===== src/design/page_slot_allocator_core_assert.svh =====
// Assertion macros for the page slot allocator.
// Define ASSERT_OFF to compile them out.
`ifndef PAGE_SLOT_ALLOCATOR_CORE_ASSERT_SVH
`define PAGE_SLOT_ALLOCATOR_CORE_ASSERT_SVH

`ifndef ASSERT_OFF

// cons must hold in the same cycle as ante
`define PSA_ASSERT_IMPL(label, clk, rst_n, ante, cons, msg) \
    label: assert property (@(posedge clk) disable iff (!rst_n) (ante) |-> (cons)) \
        else $error(msg);

// cons must hold in the cycle after ante
`define PSA_ASSERT_NEXT(label, clk, rst_n, ante, cons, msg) \
    label: assert property (@(posedge clk) disable iff (!rst_n) (ante) |=> (cons)) \
        else $error(msg);

`else

`define PSA_ASSERT_IMPL(label, clk, rst_n, ante, cons, msg)
`define PSA_ASSERT_NEXT(label, clk, rst_n, ante, cons, msg)

`endif

`endif


===== src/design/psa_pkg.sv =====
package psa_pkg;

    // pool size; must stay a power of two (ring pointers wrap by truncation)
    localparam int PSA_PAGES = 16;
    localparam int PSA_IDX_W = $clog2(PSA_PAGES);
    localparam int PSA_CNT_W = $clog2(PSA_PAGES + 1);

    // field widths
    localparam int PSA_REQ_W    = 2;
    localparam int PSA_SLOT_W   = 4;
    localparam int PSA_STATUS_W = 2;
    localparam int PSA_IN_W     = 8;
    localparam int PSA_OUT_W    = 8;

    typedef enum logic [1:0] {
        SLOT_FREE     = 2'd0,
        SLOT_WRITING  = 2'd1,
        SLOT_READABLE = 2'd2,
        SLOT_READING  = 2'd3
    } t_slot_st;

    typedef enum logic [PSA_REQ_W-1:0] {
        REQ_ALLOC      = 2'd0,
        REQ_MAKE_READ  = 2'd1,
        REQ_START_READ = 2'd2,
        REQ_FREE       = 2'd3
    } t_req;

    typedef enum logic [PSA_STATUS_W-1:0] {
        STS_OK        = 2'd0,
        STS_NO_FREE   = 2'd1,
        STS_BAD_STATE = 2'd2
    } t_status;

    // decision for one request
    typedef struct packed {
        t_status  status;
        logic     pop;      // take head of free list
        logic     push;     // append slot to free list
        logic     st_we;    // write slot state
        t_slot_st st_new;
        logic     notify;
    } t_psa_ctl;

endpackage


===== src/design/page_slot_allocator_core.sv =====
// Page slot allocator. Each item carries one request (allocate, make readable,
// start reading, free) and yields exactly one result item with status, slot and
// notify. Each item reads the slot state and free-list memories synchronously, then
// decides and writes back when the output register can take the result; the block
// takes a new item only after the previous one has written back, and the result
// waits in an output register so the next item can be accepted while it is pending.
// Both memories come out of reset ready to use (entry valid bits stand in for the
// initial contents), so there is no clearing pass. notify_enable is written through
// i_cfg_wr_en / i_cfg_wr_data, by the user only while idle; the block does not enforce it.
`include "page_slot_allocator_core_assert.svh"

module page_slot_allocator_core
    import psa_pkg::*;
(
    input  logic                 i_clk,
    input  logic                 i_rst_n,
    // config: notify_enable
    input  logic                 i_cfg_wr_en,
    input  logic                 i_cfg_wr_data,
    // request stream
    input  logic                 i_s_tvalid,
    output logic                 o_s_tready,
    input  logic [PSA_IN_W-1:0]  i_s_tdata,   // [1:0] req_type, [5:2] slot
    // result stream
    output logic                 o_m_tvalid,
    input  logic                 i_m_tready,
    output logic [PSA_OUT_W-1:0] o_m_tdata    // [1:0] status, [5:2] slot_out, [6] notify
);

    typedef enum logic {S_IDLE, S_EXEC} t_fsm;

    t_fsm                  r_state;
    logic                  r_notify_en;
    logic [PSA_IDX_W-1:0]  r_head;
    logic [PSA_CNT_W-1:0]  r_count;

    // captured request
    t_req                  r_req;
    logic [PSA_SLOT_W-1:0] r_slot;

    // memories and entry valid bits
    t_slot_st              r_st_mem [PSA_PAGES];
    logic [PSA_SLOT_W-1:0] r_q_mem  [PSA_PAGES];
    logic [PSA_PAGES-1:0]  r_st_vld;
    logic [PSA_PAGES-1:0]  r_q_vld;

    // registered read data
    t_slot_st              r_st_rd;
    logic                  r_st_rd_vld;
    logic [PSA_SLOT_W-1:0] r_q_rd;
    logic                  r_q_rd_vld;

    // output register
    logic                  r_out_vld;
    logic [PSA_OUT_W-1:0]  r_out_data;

    logic                  s_fire;
    logic                  commit;
    logic [PSA_SLOT_W-1:0] in_slot;
    logic [PSA_IDX_W-1:0]  rd_st_addr;
    t_slot_st              cur_st;
    logic [PSA_SLOT_W-1:0] popped;
    logic                  in_range;
    logic [PSA_IDX_W-1:0]  st_wr_addr;
    logic [PSA_IDX_W-1:0]  q_tail;
    logic [PSA_SLOT_W-1:0] slot_out;
    t_psa_ctl              ctl;
    logic [PSA_OUT_W-1:0]  n_out_data;

    assign o_s_tready = (r_state == S_IDLE);
    assign s_fire     = i_s_tvalid && o_s_tready;
    assign commit     = (r_state == S_EXEC) && (!r_out_vld || i_m_tready);
    assign o_m_tvalid = r_out_vld;
    assign o_m_tdata  = r_out_data;

    assign in_slot    = i_s_tdata[PSA_REQ_W +: PSA_SLOT_W];
    assign rd_st_addr = in_slot[PSA_IDX_W-1:0];

    // unwritten entries read as reset contents
    assign cur_st   = r_st_rd_vld ? r_st_rd : SLOT_FREE;
    assign popped   = r_q_rd_vld ? r_q_rd : PSA_SLOT_W'(r_head);
    assign in_range = PSA_CNT_W'(r_slot) < PSA_CNT_W'(PSA_PAGES);

    psa_rule u_rule (
        .i_req       (r_req),
        .i_in_range  (in_range),
        .i_cur       (cur_st),
        .i_empty     (r_count == '0),
        .i_full      (r_count == PSA_CNT_W'(PSA_PAGES)),
        .i_notify_en (r_notify_en),
        .o_ctl       (ctl)
    );

    // write-back addresses; tail wraps by truncation
    assign st_wr_addr = ctl.pop ? popped[PSA_IDX_W-1:0] : r_slot[PSA_IDX_W-1:0];
    assign q_tail     = r_head + r_count[PSA_IDX_W-1:0];
    assign slot_out   = ctl.pop ? popped : r_slot;
    assign n_out_data = {{(PSA_OUT_W - PSA_STATUS_W - PSA_SLOT_W - 1){1'b0}},
                         ctl.notify, slot_out, ctl.status};

    // control, pointers and registered outputs
    always_ff @(posedge i_clk) begin
        if (!i_rst_n) begin
            r_state     <= S_IDLE;
            r_notify_en <= 1'b0;
            r_head      <= '0;
            r_count     <= PSA_CNT_W'(PSA_PAGES);
            r_st_vld    <= '0;
            r_q_vld     <= '0;
            r_out_vld   <= 1'b0;
        end else begin
            if (i_cfg_wr_en) begin
                r_notify_en <= i_cfg_wr_data;
            end
            // result leaves; a commit in the same cycle refills the register
            if (r_out_vld && i_m_tready && !commit) begin
                r_out_vld <= 1'b0;
            end
            case (r_state)
                S_IDLE: begin
                    if (s_fire) begin
                        r_state <= S_EXEC;
                    end
                end
                S_EXEC: begin
                    if (commit) begin
                        r_state    <= S_IDLE;
                        r_out_vld  <= 1'b1;
                        r_out_data <= n_out_data;
                        if (ctl.st_we) begin
                            r_st_vld[st_wr_addr] <= 1'b1;
                        end
                        if (ctl.push) begin
                            r_q_vld[q_tail] <= 1'b1;
                        end
                        if (ctl.pop) begin
                            r_head  <= r_head + PSA_IDX_W'(1);
                            r_count <= r_count - PSA_CNT_W'(1);
                        end else if (ctl.push) begin
                            r_count <= r_count + PSA_CNT_W'(1);
                        end
                    end
                end
                default: begin
                    r_state <= S_IDLE;
                end
            endcase
        end
    end

    // request capture and memory reads
    always_ff @(posedge i_clk) begin
        if (s_fire) begin
            r_req       <= t_req'(i_s_tdata[PSA_REQ_W-1:0]);
            r_slot      <= in_slot;
            r_st_rd     <= r_st_mem[rd_st_addr];
            r_st_rd_vld <= r_st_vld[rd_st_addr];
            r_q_rd      <= r_q_mem[r_head];
            r_q_rd_vld  <= r_q_vld[r_head];
        end
    end

    // memory write-back
    always_ff @(posedge i_clk) begin
        if (commit && ctl.st_we) begin
            r_st_mem[st_wr_addr] <= ctl.st_new;
        end
        if (commit && ctl.push) begin
            r_q_mem[q_tail] <= r_slot;
        end
    end

    // checks
    `PSA_ASSERT_IMPL(a_count_max, i_clk, i_rst_n, 1'b1, r_count <= PSA_CNT_W'(PSA_PAGES), "free count above pool size")
    `PSA_ASSERT_IMPL(a_no_pop_empty, i_clk, i_rst_n, commit && r_count == '0, !ctl.pop, "pop from empty free list")
    `PSA_ASSERT_NEXT(a_pop_count, i_clk, i_rst_n, commit && ctl.pop, r_count == $past(r_count) - PSA_CNT_W'(1), "free count not decremented on allocate")
    `PSA_ASSERT_IMPL(a_notify_ok, i_clk, i_rst_n, commit && ctl.notify, ctl.status == STS_OK && r_req == REQ_MAKE_READ, "notify on failed or wrong request")

endmodule


===== src/design/psa_rule.sv =====
// Slot state transition rules for one request.
module psa_rule
    import psa_pkg::*;
(
    input  t_req     i_req,
    input  logic     i_in_range,
    input  t_slot_st i_cur,
    input  logic     i_empty,
    input  logic     i_full,
    input  logic     i_notify_en,
    output t_psa_ctl o_ctl
);

    always_comb begin
        o_ctl        = '0;
        o_ctl.status = STS_BAD_STATE;
        o_ctl.st_new = SLOT_FREE;
        case (i_req)
            REQ_ALLOC: begin
                if (i_empty) begin
                    o_ctl.status = STS_NO_FREE;
                end else begin
                    o_ctl.status = STS_OK;
                    o_ctl.pop    = 1'b1;
                    o_ctl.st_we  = 1'b1;
                    o_ctl.st_new = SLOT_WRITING;
                end
            end
            REQ_MAKE_READ: begin
                if (i_in_range && (i_cur == SLOT_WRITING || i_cur == SLOT_READING)) begin
                    o_ctl.status = STS_OK;
                    o_ctl.st_we  = 1'b1;
                    o_ctl.st_new = SLOT_READABLE;
                    o_ctl.notify = (i_cur == SLOT_WRITING) && i_notify_en;
                end
            end
            REQ_START_READ: begin
                if (i_in_range && i_cur == SLOT_READABLE) begin
                    o_ctl.status = STS_OK;
                    o_ctl.st_we  = 1'b1;
                    o_ctl.st_new = SLOT_READING;
                end
            end
            REQ_FREE: begin
                if (i_in_range && i_cur == SLOT_READABLE) begin
                    o_ctl.status = STS_OK;
                    o_ctl.st_we  = 1'b1;
                    o_ctl.st_new = SLOT_FREE;
                    // free-list overflow guard
                    o_ctl.push   = !i_full;
                end
            end
            default: begin
                o_ctl.status = STS_BAD_STATE;
            end
        endcase
    end

endmodule

===== config.mk =====
export PLATFORM = sky130hd
export DESIGN_NAME = page_slot_allocator_core
export DESIGN_NICKNAME = d
export VERILOG_FILES = /design/src/design/psa_pkg.sv /design/src/design/page_slot_allocator_core.sv /design/src/design/psa_rule.sv
export VERILOG_INCLUDE_DIRS = /design/src /design/src/design
export SDC_FILE = /design/constraint.sdc
export NUM_CORES = 1
export LEC_CHECK = 0
export ABC_CLOCK_PERIOD_IN_PS = 2800
export BUFFER_PORTS_ARGS = -buffer_cell sky130_fd_sc_hd__buf_2
export CAP_MARGIN = 15
export CORE_ASPECT_RATIO = 1.2
export CORE_UTILIZATION = 25
export DETAILED_ROUTE_END_ITERATION = 6
export PLACE_DENSITY = 0.45
export SETUP_SLACK_MARGIN = 0.2
export SYNTH_ARGS = -nofsm -noshare
export SYNTH_HDL_FRONTEND = slang
export SYNTH_SLANG_ARGS = --single-unit

===== constraint.sdc =====
create_clock -name i_clk -period 2.8 [get_ports i_clk]
set_input_delay 0.42 -clock i_clk [delete_from_list [all_inputs] [get_ports i_clk]]
set_output_delay 0.42 -clock i_clk [all_outputs]
set_load 0.02 [all_outputs]

==> flow_metrics.env <==
export IMPL_regArea_mm2=0.00440
export IMPL_clk_pin_slew_ns=0.07
export IMPL_routedWlPerCell_um=17.5
export IMPL_slew_headroom_pct=50.1
export IMPL_yosys_cell_types_count=56
export IMPL_multi_input_area_mm2=0.00228
export IMPL_clockRootBuffer="clkbuf_16"
export IMPL_p_leak_nw=2.66
export IMPL_ys_ff_latch=161
export IMPL_intPower_mw=3.93
export IMPL_synthFlopType="edfxtp_1"
export IMPL_gp_congestion=0.748
export IMPL_setup_tns_ns=0
export IMPL_dieArea_mm2=0.0279
export IMPL_critPathRequiredTime_ns=2.92
export IMPL_yosysTopAreaCell="edfxtp_1"
export IMPL_drt_iter0_drc=213
export IMPL_netlist_area_leader_share_pct=51.5
export IMPL_cp_arrival_ns=2.60
export IMPL_grt_pass1_vias=4071
export IMPL_grt_overflow=0
export IMPL_fillers=2663
export IMPL_die_width_um=153
export IMPL_worstPathMaxFanout=9
export IMPL_pwr_share_seq_pct=51.0
export IMPL_cts_tree="yes"
export IMPL_p_clk_share_pct=44.1
export IMPL_power_frac_comb_pct=4.8
export IMPL_diodes=0
export IMPL_slew_violations=0
export IMPL_dpl_cell_area_mm2=0.00742
export IMPL_path_class="reg2reg"
export IMPL_netlist_instances=454
export IMPL_clock_skew_ns=0.0112
export IMPL_syn_num_nets=474
export IMPL_rows=65
export IMPL_initial_core_util_pct=25.7
export IMPL_yosysSeqAreaShare_pct=64.4
export IMPL_hold_viol=0
export IMPL_netlist_top_cells_area="edfxtp_1 (52%), mux4_2 (13%), dfxtp_1 (13%), nand2_1 (2.4%), nor2_1 (1.8%)"
export IMPL_fin_crit_ns=2.48
export IMPL_htree_levels=4
export IMPL_max_freq_mhz=404
export IMPL_period_share_pct=88.5
export IMPL_hpwl_um=10600
export IMPL_final_nets=518
export IMPL_worst_pin_slew_ns=0.749
export IMPL_synthArstFlopShare_pct=0
export IMPL_totalWireLength_um=14800
export IMPL_rsz0062_at_grt="no"
export IMPL_syn_avg_cell_area_um2=15.0
export IMPL_peakVddDrop_v=0.000384
export IMPL_syn_area_mm2=0.00682
export IMPL_clock_path_buffers=2
export IMPL_track_usage_pct=11.1
export IMPL_ys_warn_count=0
export IMPL_cts_sinks=161
export IMPL_power_density_mw_per_mm2=640
export IMPL_switchingPower_mw=1.20
export IMPL_grt_max_degree=26
export IMPL_vias=3829
export IMPL_core_mm2=0.0265
export IMPL_synth_edf_count=117
export IMPL_io_pins=24
export IMPL_antenna_found_initial=0
export IMPL_hp_class="in2reg"
export IMPL_drc=0
export IMPL_critical_path_endpoint_type="flop"
export IMPL_vias_per_cell=4.53
export IMPL_power_switching_share_pct=23.4
export IMPL_stdcell_area_mm2=0.00803
export IMPL_setup_viol=0
export IMPL_antenna_left=0
export IMPL_drv_cap=0
export IMPL_synthTopCellsByCount="edfxtp_1 (117), dfxtp_1 (44), nand2_1 (43), mux4_2 (40), nor2_1 (33)"
export IMPL_clock_latency_ns=0.42
export IMPL_cts_buffers=17
export IMPL_worst_setup_path_start_kind="flop"
export IMPL_drive_above_1_share_pct=28.0
export IMPL_yosysMostFrequentCell="edfxtp_1"
export IMPL_first_pass_iters=4
export IMPL_portBuffers=20
export IMPL_die_h_um=183
export IMPL_grt_pass1_wl_um=23300
export IMPL_status="finished, final reports clean"
export IMPL_syn_to_final_growth_pct=17.7
-- per-layer routing --
layer	up-vias	track usage [%]	part of all wire [%]
met1	1961	13.2	44
met4	0	3.56	1.2
li1	1818	-	-
met2	39	19.8	53
met5	-	0	0
met3	11	2.53	2.1
-- metrics by stage --
| step | setup WS, ns | util (%) | power (mW) | instances | hold slack (ns) |
|---|---|---|---|---|---|
| 6_report | 0.322 | 30.3 | 5.14 | 846 | 0.176 |
| 5_1_grt | 0.222 | 30.3 | 5.30 | 846 | 0.157 |
| 4_1_cts | 0.224 | 30.2 | 5.18 | 843 | 0.162 |
| 3_5_place_dp | 0.193 | 28.0 | 2.92 | 811 | 0.440 |
| 3_3_place_gp | 0.256 | 28.0 | 2.92 | 811 | 0.428 |
| 2_1_floorplan | 0.311 | - | 2.83 | 454 | 0.420 |
-- placed cells by master, fill, tap and decap left out, types with 3 or more instances in the layout --
cell,netlist,routed
nand3_1,5,5
a22o_1,8,8
nor3_1,13,13
buf_2,7,20
o21ai_1,14,14
dfxtp_1,44,42
xnor2_1,7,7
mux2_2,5,5
or3_1,3,3
nor2b_1,4,4
a21boi_0,3,3
nor2_1,33,31
xor2_1,4,4
inv_1,6,6
mux2i_1,8,8
buf_4,2,30
nand2_1,43,43
clkinvlp_4,0,5
nand2b_1,5,5
clkbuf_16,0,17
a211oi_1,3,3
inv_6,0,5
edfxtp_1,117,117
and2_1,6,6
ha_1,5,5
mux4_2,40,40
o21ai_0,14,14
-- registers in the layout, indices dropped and copies added, names as in the netlist --
| signal | count |
|---|---|
| r_count | 5 |
| o_m_tvalid | 1 |
| r_st_rd | 2 |
| r_st_mem | 32 |
| r_req | 2 |
| r_slot | 4 |
| r_st_rd_vld | 1 |
| r_state | 1 |
| r_q_mem | 64 |
| o_m_tdata | 7 |
| r_st_vld | 16 |
| r_head | 4 |
| r_q_rd_vld | 1 |
| r_notify_en | 1 |
| r_q_vld | 16 |
| r_q_rd | 4 |
-- logic make-up (layout without fill, tap and decap cells) --
logic type	Yosys count	after routing	share of synthesized area [%]
flip-flops	161	161	64.4
AND/OR/NAND/NOR	131	131	9.63
AO/OA/AOI/OAI	59	59	5.91
multiplexers	53	53	15.2
buffers and inverters	32	89	2.15
XOR/XNOR	11	11	1.41
adder cells (fa/ha/maj)	6	6	1.21
other	1	1	0.0550
-- path summary, 6_finish.rpt --
check | from | depth (start not counted) | to | slack, ns
max | r_req[1]$_DFFE_PP_ | 5 | r_st_mem[10][1]$_DFFE_PP_ | 0.32
min | i_s_tdata[0] | 1 | r_req[0]$_DFFE_PP_ | 0.18
min reg2reg | r_st_vld[3]$_SDFFE_PN0P_ | 2 | r_st_vld[3]$_SDFFE_PN0P_ | 0.45
max reg2reg | r_req[1]$_DFFE_PP_ | 5 | r_st_mem[10][1]$_DFFE_PP_ | 0.32
-- worst max-delay path, stage by stage, from the launching register on --
cell and delay (ns):
edfxtp_1 0.51, nor2_1 0.33, o211ai_1 0.18, a211oi_1 0.58, nand2_1 0.33, nor2_1 0.24
-- power by group through the flow --
stage	Combinational [mW]	Sequential (mW)	Clock [mW]
floorplan	0.165	2.66	0
global placement	0.246	2.67	0
detailed placement	0.249	2.67	0
CTS	0.250	2.62	2.30
global route	0.270	2.63	2.41
finish	0.249	2.62	2.27
-- what timing repair did --
item | 4_1_cts | 5_1_grt
buffers inserted | 0 | 3
hold buffers | 0 | 0
setup endpoints to repair | 4 | 51
pin swaps | 0 | 1
gates cloned | 0 | 0
resized for setup | 1 | 3
-- cell type report --
| type | count | area share (%) |
|---|---|---|
| clock buffer | 17 | 5.30 |
| multi-input combinational | 261 | 28.5 |
| tap | 335 | 5.22 |
| inverter | 7 | 0.343 |
| timing repair buffer | 50 | 4.05 |
| clock inverter | 15 | 1.84 |
| sequential | 161 | 54.8 |
No activity file was read; power rests on OpenSTA's default activity.
